[config.mk]
export PLATFORM = sky130hd
export DESIGN_NAME = h264_fua_packetizer
export DESIGN_NICKNAME = d
export VERILOG_FILES = /design/src/sv/h264fua_pkg.sv /design/src/sv/h264fua_core.sv /design/src/sv/h264_fua_packetizer.sv
export SDC_FILE = /design/constraint.sdc
export NUM_CORES = 1
export LEC_CHECK = 0
export BUFFER_PORTS_ARGS = -buffer_cell sky130_fd_sc_hd__buf_2
export CORE_UTILIZATION = 44
export DETAILED_ROUTE_END_ITERATION = 12
export HOLD_SLACK_MARGIN = 0.03
export PLACE_DENSITY_LB_ADDON = 0.15
export SLEW_MARGIN = 0
export SYNTH_ARGS = -nofsm -noshare
export SYNTH_HDL_FRONTEND = slang
export SYNTH_SLANG_ARGS = --single-unit
[constraint.sdc]
create_clock -name clk -period 5.5 [get_ports clk]
set_input_delay 1.65 -clock clk [delete_from_list [all_inputs] [get_ports clk]]
set_output_delay 1.65 -clock clk [all_outputs]
set_load 0.01 [all_outputs]
[src/sv/h264fua_pkg.sv]
`default_nettype none
// ----------------------------------------------------------------------------
// H.264 FU-A packetizer package
// Shared widths, register indexes, FU-A header codes and result types.
// ----------------------------------------------------------------------------
package h264fua_pkg;

  localparam int SIZE_BITS    = 24;
  localparam int PAYLOAD_BITS = 16;
  localparam int MAX_RESULTS  = 3;
  localparam int CNT_BITS     = 2;
  localparam int CFG_ADDR_BITS = 1;

  // configuration register indexes
  localparam logic [CFG_ADDR_BITS-1:0] REG_MAX_PAYLOAD = 1'd0;
  localparam logic [CFG_ADDR_BITS-1:0] REG_SINGLE_NAL  = 1'd1;

  localparam logic [PAYLOAD_BITS-1:0] MAX_PAYLOAD_RESET = PAYLOAD_BITS'(1460);
  localparam logic [PAYLOAD_BITS-1:0] MIN_PAYLOAD       = PAYLOAD_BITS'(3);
  localparam logic [PAYLOAD_BITS-1:0] FU_OVERHEAD       = PAYLOAD_BITS'(2);

  // FU-A codes
  localparam logic [4:0] FU_A_TYPE = 5'd28;
  localparam logic [7:0] FU_S_BIT  = 8'h80;
  localparam logic [7:0] FU_E_BIT  = 8'h40;

  typedef struct packed {
    logic [7:0] data_byte;
    logic       packet_start;
    logic       packet_end;
    logic       rtp_marker;
    logic       drop_error;
  } res_t;

  typedef struct packed {
    res_t [MAX_RESULTS-1:0] res;
    logic [CNT_BITS-1:0]    count;
  } step_t;

endpackage
`default_nettype wire

[src/sv/h264fua_core.sv]
`default_nettype none
// ----------------------------------------------------------------------------
// H.264 FU-A packetizer core
// Holds the per-unit state and turns one NAL byte into up to three results.
// ----------------------------------------------------------------------------
module h264fua_core (
  input  wire logic                                clk,
  input  wire logic                                rst,
  input  wire logic                                fire,
  input  wire logic [7:0]                          nal_byte,
  input  wire logic                                nal_first,
  input  wire logic [h264fua_pkg::SIZE_BITS-1:0]   nal_size,
  input  wire logic                                access_unit_end,
  input  wire logic [h264fua_pkg::PAYLOAD_BITS-1:0] max_payload,
  input  wire logic                                single_nal_only,
  output h264fua_pkg::step_t                       step
);

  typedef enum logic [1:0] {
    MODE_IDLE,
    MODE_SINGLE,
    MODE_FRAG,
    MODE_DROP
  } mode_t;

  mode_t                                  unit_mode, unit_mode_next;
  logic [h264fua_pkg::SIZE_BITS-1:0]      bytes_left, bytes_left_next;
  logic [h264fua_pkg::PAYLOAD_BITS-1:0]   fragment_left, fragment_left_next;
  logic [1:0]                             saved_nri, saved_nri_next;
  logic [4:0]                             saved_type, saved_type_next;
  logic                                   unit_marker, unit_marker_next;

  logic [h264fua_pkg::PAYLOAD_BITS-1:0]   eff_max;
  logic [h264fua_pkg::PAYLOAD_BITS-1:0]   frag_max;
  logic [h264fua_pkg::SIZE_BITS-1:0]      unit_size;
  logic [h264fua_pkg::SIZE_BITS-1:0]      size_dec;
  logic [h264fua_pkg::SIZE_BITS-1:0]      left_dec;
  logic [h264fua_pkg::PAYLOAD_BITS-1:0]   frag_cur;
  logic [h264fua_pkg::PAYLOAD_BITS-1:0]   frag_dec;
  logic                                   frag_tail;
  logic                                   last_pkt;
  logic [7:0]                             fu_ind;

  assign eff_max   = (max_payload < h264fua_pkg::MIN_PAYLOAD) ?
                     h264fua_pkg::MIN_PAYLOAD : max_payload;
  assign frag_max  = eff_max - h264fua_pkg::FU_OVERHEAD;
  assign unit_size = (nal_size == '0) ? h264fua_pkg::SIZE_BITS'(1) : nal_size;
  assign size_dec  = unit_size - h264fua_pkg::SIZE_BITS'(1);
  assign left_dec  = bytes_left - h264fua_pkg::SIZE_BITS'(1);
  assign last_pkt  = (left_dec == '0);
  // the remainder of the unit fits the next fragment
  assign frag_tail = (bytes_left <= h264fua_pkg::SIZE_BITS'(frag_max));
  assign frag_cur  = (fragment_left != '0) ? fragment_left :
                     (frag_tail ? bytes_left[h264fua_pkg::PAYLOAD_BITS-1:0] : frag_max);
  assign frag_dec  = frag_cur - h264fua_pkg::PAYLOAD_BITS'(1);

  always_comb begin
    unit_mode_next     = unit_mode;
    bytes_left_next    = bytes_left;
    fragment_left_next = fragment_left;
    saved_nri_next     = saved_nri;
    saved_type_next    = saved_type;
    unit_marker_next   = unit_marker;
    step               = '0;
    fu_ind             = {1'b0, saved_nri, h264fua_pkg::FU_A_TYPE};

    if (nal_first) begin
      unit_marker_next   = access_unit_end;
      saved_nri_next     = nal_byte[6:5];
      saved_type_next    = nal_byte[4:0];
      fragment_left_next = '0;
      bytes_left_next    = size_dec;
      if (unit_size <= h264fua_pkg::SIZE_BITS'(eff_max)) begin
        unit_mode_next = (size_dec != '0) ? MODE_SINGLE : MODE_IDLE;
        step.res[0]    = '{data_byte: nal_byte, packet_start: 1'b1,
                           packet_end: (size_dec == '0),
                           rtp_marker: (size_dec == '0) && access_unit_end,
                           drop_error: 1'b0};
        step.count     = h264fua_pkg::CNT_BITS'(1);
      end else if (single_nal_only) begin
        unit_mode_next = MODE_DROP;
        step.res[0]    = '{data_byte: 8'h00, packet_start: 1'b0, packet_end: 1'b0,
                           rtp_marker: 1'b0, drop_error: 1'b1};
        step.count     = h264fua_pkg::CNT_BITS'(1);
      end else begin
        unit_mode_next     = MODE_FRAG;
        fragment_left_next = frag_max;
        step.res[0]        = '{data_byte: {1'b0, nal_byte[6:5], h264fua_pkg::FU_A_TYPE},
                               packet_start: 1'b1, packet_end: 1'b0,
                               rtp_marker: 1'b0, drop_error: 1'b0};
        step.res[1]        = '{data_byte: h264fua_pkg::FU_S_BIT | {3'b000, nal_byte[4:0]},
                               packet_start: 1'b0, packet_end: 1'b0,
                               rtp_marker: 1'b0, drop_error: 1'b0};
        step.count         = h264fua_pkg::CNT_BITS'(2);
      end
    end else begin
      unique case (unit_mode)
        MODE_SINGLE: begin
          bytes_left_next = left_dec;
          if (last_pkt) unit_mode_next = MODE_IDLE;
          step.res[0] = '{data_byte: nal_byte, packet_start: 1'b0, packet_end: last_pkt,
                          rtp_marker: last_pkt && unit_marker, drop_error: 1'b0};
          step.count  = h264fua_pkg::CNT_BITS'(1);
        end
        MODE_DROP: begin
          bytes_left_next = left_dec;
          if (last_pkt) unit_mode_next = MODE_IDLE;
        end
        MODE_FRAG: begin
          bytes_left_next    = left_dec;
          fragment_left_next = last_pkt ? '0 : frag_dec;
          if (last_pkt) unit_mode_next = MODE_IDLE;
          if (fragment_left == '0) begin
            // new fragment: FU indicator and FU header ahead of the byte
            step.res[0] = '{data_byte: fu_ind, packet_start: 1'b1, packet_end: 1'b0,
                            rtp_marker: 1'b0, drop_error: 1'b0};
            step.res[1] = '{data_byte: (frag_tail ? h264fua_pkg::FU_E_BIT : 8'h00) |
                                       {3'b000, saved_type},
                            packet_start: 1'b0, packet_end: 1'b0,
                            rtp_marker: 1'b0, drop_error: 1'b0};
            step.res[2] = '{data_byte: nal_byte, packet_start: 1'b0,
                            packet_end: last_pkt || (frag_dec == '0),
                            rtp_marker: last_pkt && unit_marker, drop_error: 1'b0};
            step.count  = h264fua_pkg::CNT_BITS'(3);
          end else begin
            step.res[0] = '{data_byte: nal_byte, packet_start: 1'b0,
                            packet_end: last_pkt || (frag_dec == '0),
                            rtp_marker: last_pkt && unit_marker, drop_error: 1'b0};
            step.count  = h264fua_pkg::CNT_BITS'(1);
          end
        end
        MODE_IDLE: begin
          // stray byte with no open unit: ignored
        end
        default: begin
        end
      endcase
    end
  end

  always_ff @(posedge clk) begin
    if (rst) begin
      unit_mode     <= MODE_IDLE;
      bytes_left    <= '0;
      fragment_left <= '0;
      saved_nri     <= '0;
      saved_type    <= '0;
      unit_marker   <= 1'b0;
    end else if (fire) begin
      unit_mode     <= unit_mode_next;
      bytes_left    <= bytes_left_next;
      fragment_left <= fragment_left_next;
      saved_nri     <= saved_nri_next;
      saved_type    <= saved_type_next;
      unit_marker   <= unit_marker_next;
    end
  end

endmodule
`default_nettype wire

[src/sv/h264_fua_packetizer.sv]
// A byte transfer is registered in the input register; once the result buffer is free the
//   core processes it, and its results are registered in the result buffer and offered.
// Throughput: one byte per cycle while each byte gives one result and out_stall is low; a
//   byte that gives 2 or 3 results (FU-A headers) stalls the input until its last result transfers.
// Reset (rst, synchronous): unit state idle, result buffer empty,
//   max_payload 1460, single_nal_only 0.
`default_nettype none
// ----------------------------------------------------------------------------
// H.264 FU-A packetizer
// NAL byte stream in, RTP payload bytes out: single NAL packets or FU-A.
// ----------------------------------------------------------------------------
module h264_fua_packetizer (
  input  wire logic                                  clk,
  input  wire logic                                  rst,
  // configuration
  input  wire logic                                  cfg_we,
  input  wire logic [h264fua_pkg::CFG_ADDR_BITS-1:0] cfg_addr,
  input  wire logic [h264fua_pkg::PAYLOAD_BITS-1:0]  cfg_wdata,
  // NAL byte input
  input  wire logic                                  in_valid,
  output logic                                       in_stall,
  input  wire logic [7:0]                            nal_byte,
  input  wire logic                                  nal_first,
  input  wire logic [h264fua_pkg::SIZE_BITS-1:0]     nal_size,
  input  wire logic                                  access_unit_end,
  // payload output
  output logic                                       out_valid,
  input  wire logic                                  out_stall,
  output logic [7:0]                                 data_byte,
  output logic                                       packet_start,
  output logic                                       packet_end,
  output logic                                       rtp_marker,
  output logic                                       drop_error,
  output logic                                       run_last
);

  logic [h264fua_pkg::PAYLOAD_BITS-1:0] max_payload;
  logic                                 single_nal_only;

  // input register
  logic                                 in_held;
  logic [7:0]                           in_byte;
  logic                                 in_first;
  logic [h264fua_pkg::SIZE_BITS-1:0]    in_size;
  logic                                 in_au_end;

  // result buffer
  h264fua_pkg::res_t [h264fua_pkg::MAX_RESULTS-1:0] slot;
  logic [h264fua_pkg::CNT_BITS-1:0]     slot_cnt;
  logic [h264fua_pkg::CNT_BITS-1:0]     slot_idx;
  logic                                 slot_last;
  logic                                 out_xfer;
  logic                                 buf_free;
  logic                                 fire;
  h264fua_pkg::step_t                   step;
  h264fua_pkg::res_t                    cur;

  always_ff @(posedge clk) begin
    if (rst) begin
      max_payload     <= h264fua_pkg::MAX_PAYLOAD_RESET;
      single_nal_only <= 1'b0;
    end else if (cfg_we) begin
      unique case (cfg_addr)
        h264fua_pkg::REG_MAX_PAYLOAD: max_payload     <= cfg_wdata;
        h264fua_pkg::REG_SINGLE_NAL:  single_nal_only <= cfg_wdata[0];
      endcase
    end
  end

  assign slot_last = (slot_idx == slot_cnt - h264fua_pkg::CNT_BITS'(1));
  assign out_xfer  = out_valid && !out_stall;
  // buffer can take the next item's results this cycle
  assign buf_free  = !out_valid || (out_xfer && slot_last);
  assign fire      = in_held && buf_free;
  assign in_stall  = in_held && !buf_free;

  always_ff @(posedge clk) begin
    if (rst) begin
      in_held <= 1'b0;
    end else if (in_valid && !in_stall) begin
      in_held <= 1'b1;
    end else if (fire) begin
      in_held <= 1'b0;
    end
  end

  always_ff @(posedge clk) begin
    if (in_valid && !in_stall) begin
      in_byte   <= nal_byte;
      in_first  <= nal_first;
      in_size   <= nal_size;
      in_au_end <= access_unit_end;
    end
  end

  h264fua_core u_core (
    .clk             (clk),
    .rst             (rst),
    .fire            (fire),
    .nal_byte        (in_byte),
    .nal_first       (in_first),
    .nal_size        (in_size),
    .access_unit_end (in_au_end),
    .max_payload     (max_payload),
    .single_nal_only (single_nal_only),
    .step            (step)
  );

  always_ff @(posedge clk) begin
    if (rst) begin
      out_valid <= 1'b0;
      slot_cnt  <= '0;
      slot_idx  <= '0;
    end else if (fire && step.count != '0) begin
      out_valid <= 1'b1;
      slot_cnt  <= step.count;
      slot_idx  <= '0;
    end else if (out_xfer) begin
      if (slot_last) begin
        out_valid <= 1'b0;
      end else begin
        slot_idx <= slot_idx + h264fua_pkg::CNT_BITS'(1);
      end
    end
  end

  always_ff @(posedge clk) begin
    if (fire && step.count != '0) begin
      slot <= step.res;
    end
  end

  always_comb begin
    cur = slot[0];
    case (slot_idx)
      2'd1:    cur = slot[1];
      2'd2:    cur = slot[2];
      default: cur = slot[0];
    endcase
  end

  assign data_byte    = cur.data_byte;
  assign packet_start = cur.packet_start;
  assign packet_end   = cur.packet_end;
  assign rtp_marker   = cur.rtp_marker;
  assign drop_error   = cur.drop_error;
  assign run_last     = slot_last;

endmodule
`default_nettype wire

==> flow_metrics.tcl, run 1 <==
set metrics [dict create \
    cts.sinks 136 \
    core.rowCount 52 \
    insertion_delay_ns 0.42 \
    layout_common_cells "nand2_1 (106), nor2_1 (103), o21ai_0 (80)" \
    diodes 0 \
    slew_headroom 0.328 \
    cpMostUsedCell "buf_4" \
    grt_antenna_before_repair 0 \
    cts_tree "yes" \
    worstPathRequired_ns 5.76 \
    crit_buf_inv 3 \
    wl_per_cell_um 18.4 \
    gp_congestion 0.896 \
    yosysSeqAreaShare 0.369 \
    finalPower_mw 3.42 \
    rsz0062_at_grt "true" \
    setup_viol 0 \
    netlist_area_um2 9080 \
    stdcell_count 1454 \
    ys_types 84 \
    dpl.hpwl_um 19500 \
    htreeDepth 4 \
    die_w_um 146 \
    path_clk_slew_ns 0.07 \
    path_max_fanout 9 \
    avgSynthCellArea_um2 8.43 \
    post-route-util 0.541 \
    finalClockSkew_ns 0.0136 \
    status "complete, no violations" \
    crit_path_end_kind "flip-flop" \
    peakVddDrop_v 0.000237 \
    maxCapViolations 0 \
    dr.first_iter.drc_count 757 \
    dr.pass1.iters 5 \
    synthTopCellsByArea "edfxtp_1 (21%), dfxtp_1 (16%), ha_1 (5.6%), o21ai_0 (4.5%), nand2_1 (4.4%)" \
    numPlacedInstances 1411 \
    grt_pass1_wl_um 41900 \
    start_kind "flip-flop" \
    layout_min_cycle_time_ns 5.45 \
    path_delay_family "simple AND/OR/NAND/NOR gates" \
    post_dp_cell_area_um2 10100 \
    cts-root-buf "clkbuf_16" \
    max_clock_freq_ghz 0.183 \
    drt-total-wl_um 26700 \
    die_h_um 146 \
    grt_util_all_layers 0.252 \
    die_area_um2 21200 \
    grt_max_degree 67 \
    yosys_warnings 0 \
    critPathMaxStageDelay_ns 0.55 \
    post-route-period-util 0.992 \
    viasPerCell 5.76 \
    powerDensity_nw_per_um2 313 \
    drive_gt1_frac 0.212 \
    numCtsBuffers 17 \
    setup.worst_path.class "flip-flop to flip-flop" \
    leakagePower_nw 4.20 \
    pin_count 71 \
    grt_pass1_vias 7581 \
    syn-num-nets 1174 \
    io_buffers 70 \
    synth_top_flop_cell "dfxtp_1" \
    synth-seq-cells 136 \
    cts-hold-fix-buffers 0 \
    netlist.area_leader.share 0.208 \
    drc 0 \
    ant_nets 0 \
    initial_core_util 0.449 \
    slew_viol_final 0 \
    cp.arrival_ns 5.72 \
    synthArstFlopShare 0 \
    fin_nets 1268 \
    final_common_cell "nand2_1" \
    hold_class "flip-flop to flip-flop" \
    vias 8373 \
    rrSetupSlack_ns 0.05 \
    synth_top_area_cell "edfxtp_1" \
    synth_cells 1077 \
    finalInstanceArea_um2 10900 \
    tightest_slew_ns 1.01 \
    crit_path_top_delay_cell "or4_4" \
    syn_to_final_growth_pct 20.5 \
    clk_path_buf_depth 2 \
    core_um2 20200 \
    synth-edff-count 63 \
    grt-ovfl-total 0 \
    finalHoldViolations 0 \
]
cells in the mapped netlist, types with 25 or more instances:
library cell / instances
clkbuf_1: 64
ha_1: 41
nor3_1: 48
nor2_1: 104
nand2_1: 107
a21oi_1: 70
dfxtp_1: 73
nand3_1: 28
inv_1: 47
o21ai_0: 81
nor4_1: 25
xnor2_1: 37
edfxtp_1: 63
logic make-up (layout without fill, tap and decap cells):
group,after synthesis,in the layout,share of synthesized area
fa+ha+maj,42,42,0.0577
xor+xnor,53,53,0.0520
mux,8,8,0.0101
simple gates,437,437,0.245
buf+inv,119,226,0.0525
compound gates,282,282,0.213
flops,136,136,0.369
state kept, by name, summed over array words and instances, names as in the netlist, 2 cells and up:
signal / flops
slot: 29
in_size: 24
u_core.bytes_left: 24
max_payload: 16
u_core.fragment_left: 16
in_byte: 8
u_core.saved_type: 5
slot_cnt: 2
slot_idx: 2
u_core.saved_nri: 2
u_core.unit_mode: 2
what timing repair did:
item / CTS / global route
pin swaps: 3 / 25
buffers inserted: 2 / 9
cloned: 0 / 0
setup endpoints to repair: 1 / 11
resized for setup: 1 / 24
power breakdown:
group          switching [mW]  internal, mW
Combinational           0.577         0.412
Clock                   0.516         0.744
Sequential             0.0603          1.11
Total                    1.15          2.27
metal layers:
layer | track usage | up-vias | share of wire
met5 | 0 | - | 0
met4 | 0.0716 | 0 | 0.019
met3 | 0.0357 | 29 | 0.050
met2 | 0.404 | 242 | 0.46
met1 | 0.352 | 3965 | 0.47
li1 | - | 4137 | -
through the flow:
stage / hold WS, ns / setup slack [ns] / TNS [ns]
after floorplan: 0.437 / 0.0121 / 0
after CTS: 0.461 / 0.0125 / 0
after global placement: 0.443 / 0.148 / 0
after detailed placement: 0.453 / 0.0469 / 0
after global routing: 0.479 / -0.181 / -0.716
final: 0.465 / 0.0458 / 0
layout make-up:
class | instances | area, um2
Clock buffer | 17 | 425
Clock inverter | 15 | 219
Fill cell | 1868 | 9300
Inverter | 47 | 176
Multi-Input combinational cell | 822 | 5490
Sequential cell | 136 | 3350
Tap cell | 270 | 338
Timing Repair Buffer | 147 | 940
final timing paths:
kind / depth (start not counted) / to / from
hold reg to reg: 2 / u_core.saved_type[3] / u_core.saved_type[3]
setup / recovery: 25 / slot[2] / max_payload[4]
setup reg to reg: 25 / slot[2] / max_payload[4]
hold / removal: 2 / u_core.saved_type[3] / u_core.saved_type[3]
worst register-to-register path, delay by kind of cell (launching register included):
family | cells | cell delay [ns]
AND/OR/NAND/NOR | 11 | 2.32
buffers and inverters | 3 | 0.50
AO/OA/AOI/OAI | 8 | 1.49
adder cells (fa/ha/maj) | 2 | 0.48
XOR/XNOR | 1 | 0.19
flip-flops | 1 | 0.32
(Power assumes the default switching activity.)
==> run 2, diff against run 1 <==
--- a/config.mk
+++ b/config.mk
@@ -9,6 +9,7 @@
 export CORE_UTILIZATION = 44
 export DETAILED_ROUTE_END_ITERATION = 12
 export HOLD_SLACK_MARGIN = 0.03
+export MAX_ROUTING_LAYER = met4
 export PLACE_DENSITY_LB_ADDON = 0.15
 export SLEW_MARGIN = 0
 export SYNTH_ARGS = -nofsm -noshare
==> run 2 against run 1 <==
Net effect: via count grew 1.1%; global-route usage grew 1.0 points; power grew 1.3%; flip-flop and latch count is the same; critical endpoint is now slot[26]; utilization grew 0.15 points; the run now ends with design-rule violations left; largest power group unchanged; die area is the same; non-clock buffer count grew 1; sequential power is essentially flat; hold slack lost 0.0092 ns; combinational power is essentially flat; cell area grew 0.27%.
==> flow_metrics.tcl, run 2 (synthesized netlist as in run 1, its figures left out) <==
set metrics [dict create \
    status "finished, violations left" \
    violations "design-rule violations" \
    grt_pass1_wl_um 42400 \
    regMostFlops "slot" \
    busiest_layer "met2" \
    rr_worst_depth 26 \
    timing.hold.ws_ns 0.456 \
    htreeDepth 4 \
    largestRegisters "slot: 29 flops, in_size: 24 flops, u_core.bytes_left: 24 flops" \
    p_switching_mw 1.18 \
    insertion_delay_ns 0.44 \
    powerDensity_nw_per_um2 316 \
    setup_viol 0 \
    vias 8462 \
    grt-ovfl-total 0 \
    maxCapViolations 0 \
    layout_common_cells "nand2_1 (106), nor2_1 (102), o21ai_0 (80)" \
    slew_headroom 0.276 \
    finalHoldViolations 0 \
    largest_register_ffs 29 \
    syn_to_final_growth_pct 20.8 \
    p_int_mw 2.28 \
    tightest_slew_ns 1.07 \
    grt_max_degree 67 \
    drc 1 \
    max_clock_freq_ghz 0.185 \
    cts.sinks 136 \
    hold_class "flip-flop to flip-flop" \
    peakVddDrop_v 0.000231 \
    grt_use_met1 0.355 \
    final_common_cell "nand2_1" \
    pwr-share-seq 0.339 \
    core_um2 20200 \
    crit_start "max_payload[4]" \
    rrSetupSlack_ns 0.11 \
    p_clk_frac 0.369 \
    io_buffers 70 \
    grt_use_met3 0.0376 \
    rsz0062_at_grt "true" \
    layout_min_cycle_time_ns 5.39 \
    setup.worst_path.class "flip-flop to flip-flop" \
    grt_antenna_before_repair 0 \
    cts_tree "yes" \
    comb_power_share 0.292 \
    cts-hold-fix-buffers 0 \
    endpoint "slot[26]" \
    drive_gt1_frac 0.218 \
    cts-root-buf "clkbuf_16" \
    post-route-period-util 0.981 \
    path_clk_slew_ns 0.07 \
    p_sw_frac 0.341 \
    die_h_um 146 \
    crit_path_end_kind "flip-flop" \
    core.rowCount 52 \
    grt_use_met2 0.397 \
    worstPathRequired_ns 5.67 \
    ant_nets 0 \
    die_w_um 146 \
    diodes 0 \
    path_max_fanout 6 \
    die_area_um2 21200 \
    stdcell_count 1455 \
    grt_util_all_layers 0.262 \
    finalClockSkew_ns 0.0148 \
    r2r-start "max_payload[4]" \
    cp.arrival_ns 5.57 \
    fin_nets 1269 \
    start_kind "flip-flop" \
    leakagePower_nw 4.22 \
    viasPerCell 5.82 \
    initial_core_util 0.449 \
    gp_congestion 0.936 \
    numPlacedInstances 1408 \
    rr_endpoint "slot[26]" \
    slew_viol_final 0 \
    grt_pass1_vias 7704 \
    drt-total-wl_um 26700 \
    wl_per_cell_um 18.4 \
    dr.pass1.iters 9 \
    numCtsBuffers 17 \
    pin_count 71 \
    post-route-util 0.542 \
    dr.first_iter.drc_count 809 \
    clk_path_buf_depth 2 \
    dpl.hpwl_um 19400 \
]
[run 2: through the flow]
step | setup slack (ns) | area [um2] | TNS, ns | power (mW)
2_1_floorplan | 0.0121 | 9190 | 0 | 1.86
3_3_place_gp | 0.179 | 10100 | 0 | 2.11
3_5_place_dp | 0.0451 | 10100 | 0 | 2.12
4_1_cts | 0.0282 | 10700 | 0 | 3.39
5_1_grt | -0.163 | 11000 | -0.755 | 3.61
6_report | 0.105 | 11000 | 0 | 3.47
[run 2: critical path: stages (launching register included)]
cell and delay, ns:
dfxtp_2 0.32, or4_4 0.56, nor4_4 0.32, nor2_2 0.08, ha_2 0.20, nor3b_4 0.17
nand2_2 0.10, nor2_2 0.06, xnor2_2 0.15, inv_1 0.09, ha_4 0.29, and3_4 0.18
and4_4 0.25, nand3_2 0.11, mux2i_4 0.29, nor3_4 0.08, buf_4 0.20, a22o_4 0.25
a211o_1 0.36, and3_4 0.20, buf_4 0.12, buf_4 0.15, nand4_1 0.08, a21oi_1 0.06
o21bai_1 0.17, a41oi_2 0.20, nor2_1 0.08
[run 2: worst min path at each step]
stage,from,to,slack [ns],cells after the start
after detailed placement,u_core.saved_type[2],u_core.saved_type[2],0.45,2
after floorplan,u_core.saved_type[2],u_core.saved_type[2],0.44,2
after global placement,u_core.saved_type[3],u_core.saved_type[3],0.45,2
after CTS,u_core.saved_type[2],u_core.saved_type[2],0.46,2
after global routing,u_core.saved_type[0],u_core.saved_type[0],0.48,2
final,u_core.saved_type[2],u_core.saved_type[2],0.46,2
[run 2: per-layer routing]
metal,vias to the layer above,wire [um]
met5,-,0
met3,55,1580
li1,4139,-
met2,313,12100
met4,0,739
met1,3955,12400
[run 2: final cells by class]
cell class	instances	area (um2)
timing repair buffer	148	933
clock inverter	15	218
tap	270	338
multi-input combinational	822	5520
inverter	47	176
sequential	136	3350
fill	1889	9270
clock buffer	17	425
[run 2: power by group through the flow]
stage                     registers [mW]  clock network, mW  logic [mW]
final                               1.17               1.28        1.01
after CTS                           1.17               1.29       0.929
after global routing                1.18               1.33        1.10
after global placement              1.19                  0       0.920
after floorplan                     1.17                  0       0.689
after detailed placement            1.19                  0       0.923
[run 2: timing repair]
item / 4_1_cts / 5_1_grt
gates resized for setup: 0 / 29
endpoints found under the setup margin: 0 / 13
buffers inserted: 0 / 15
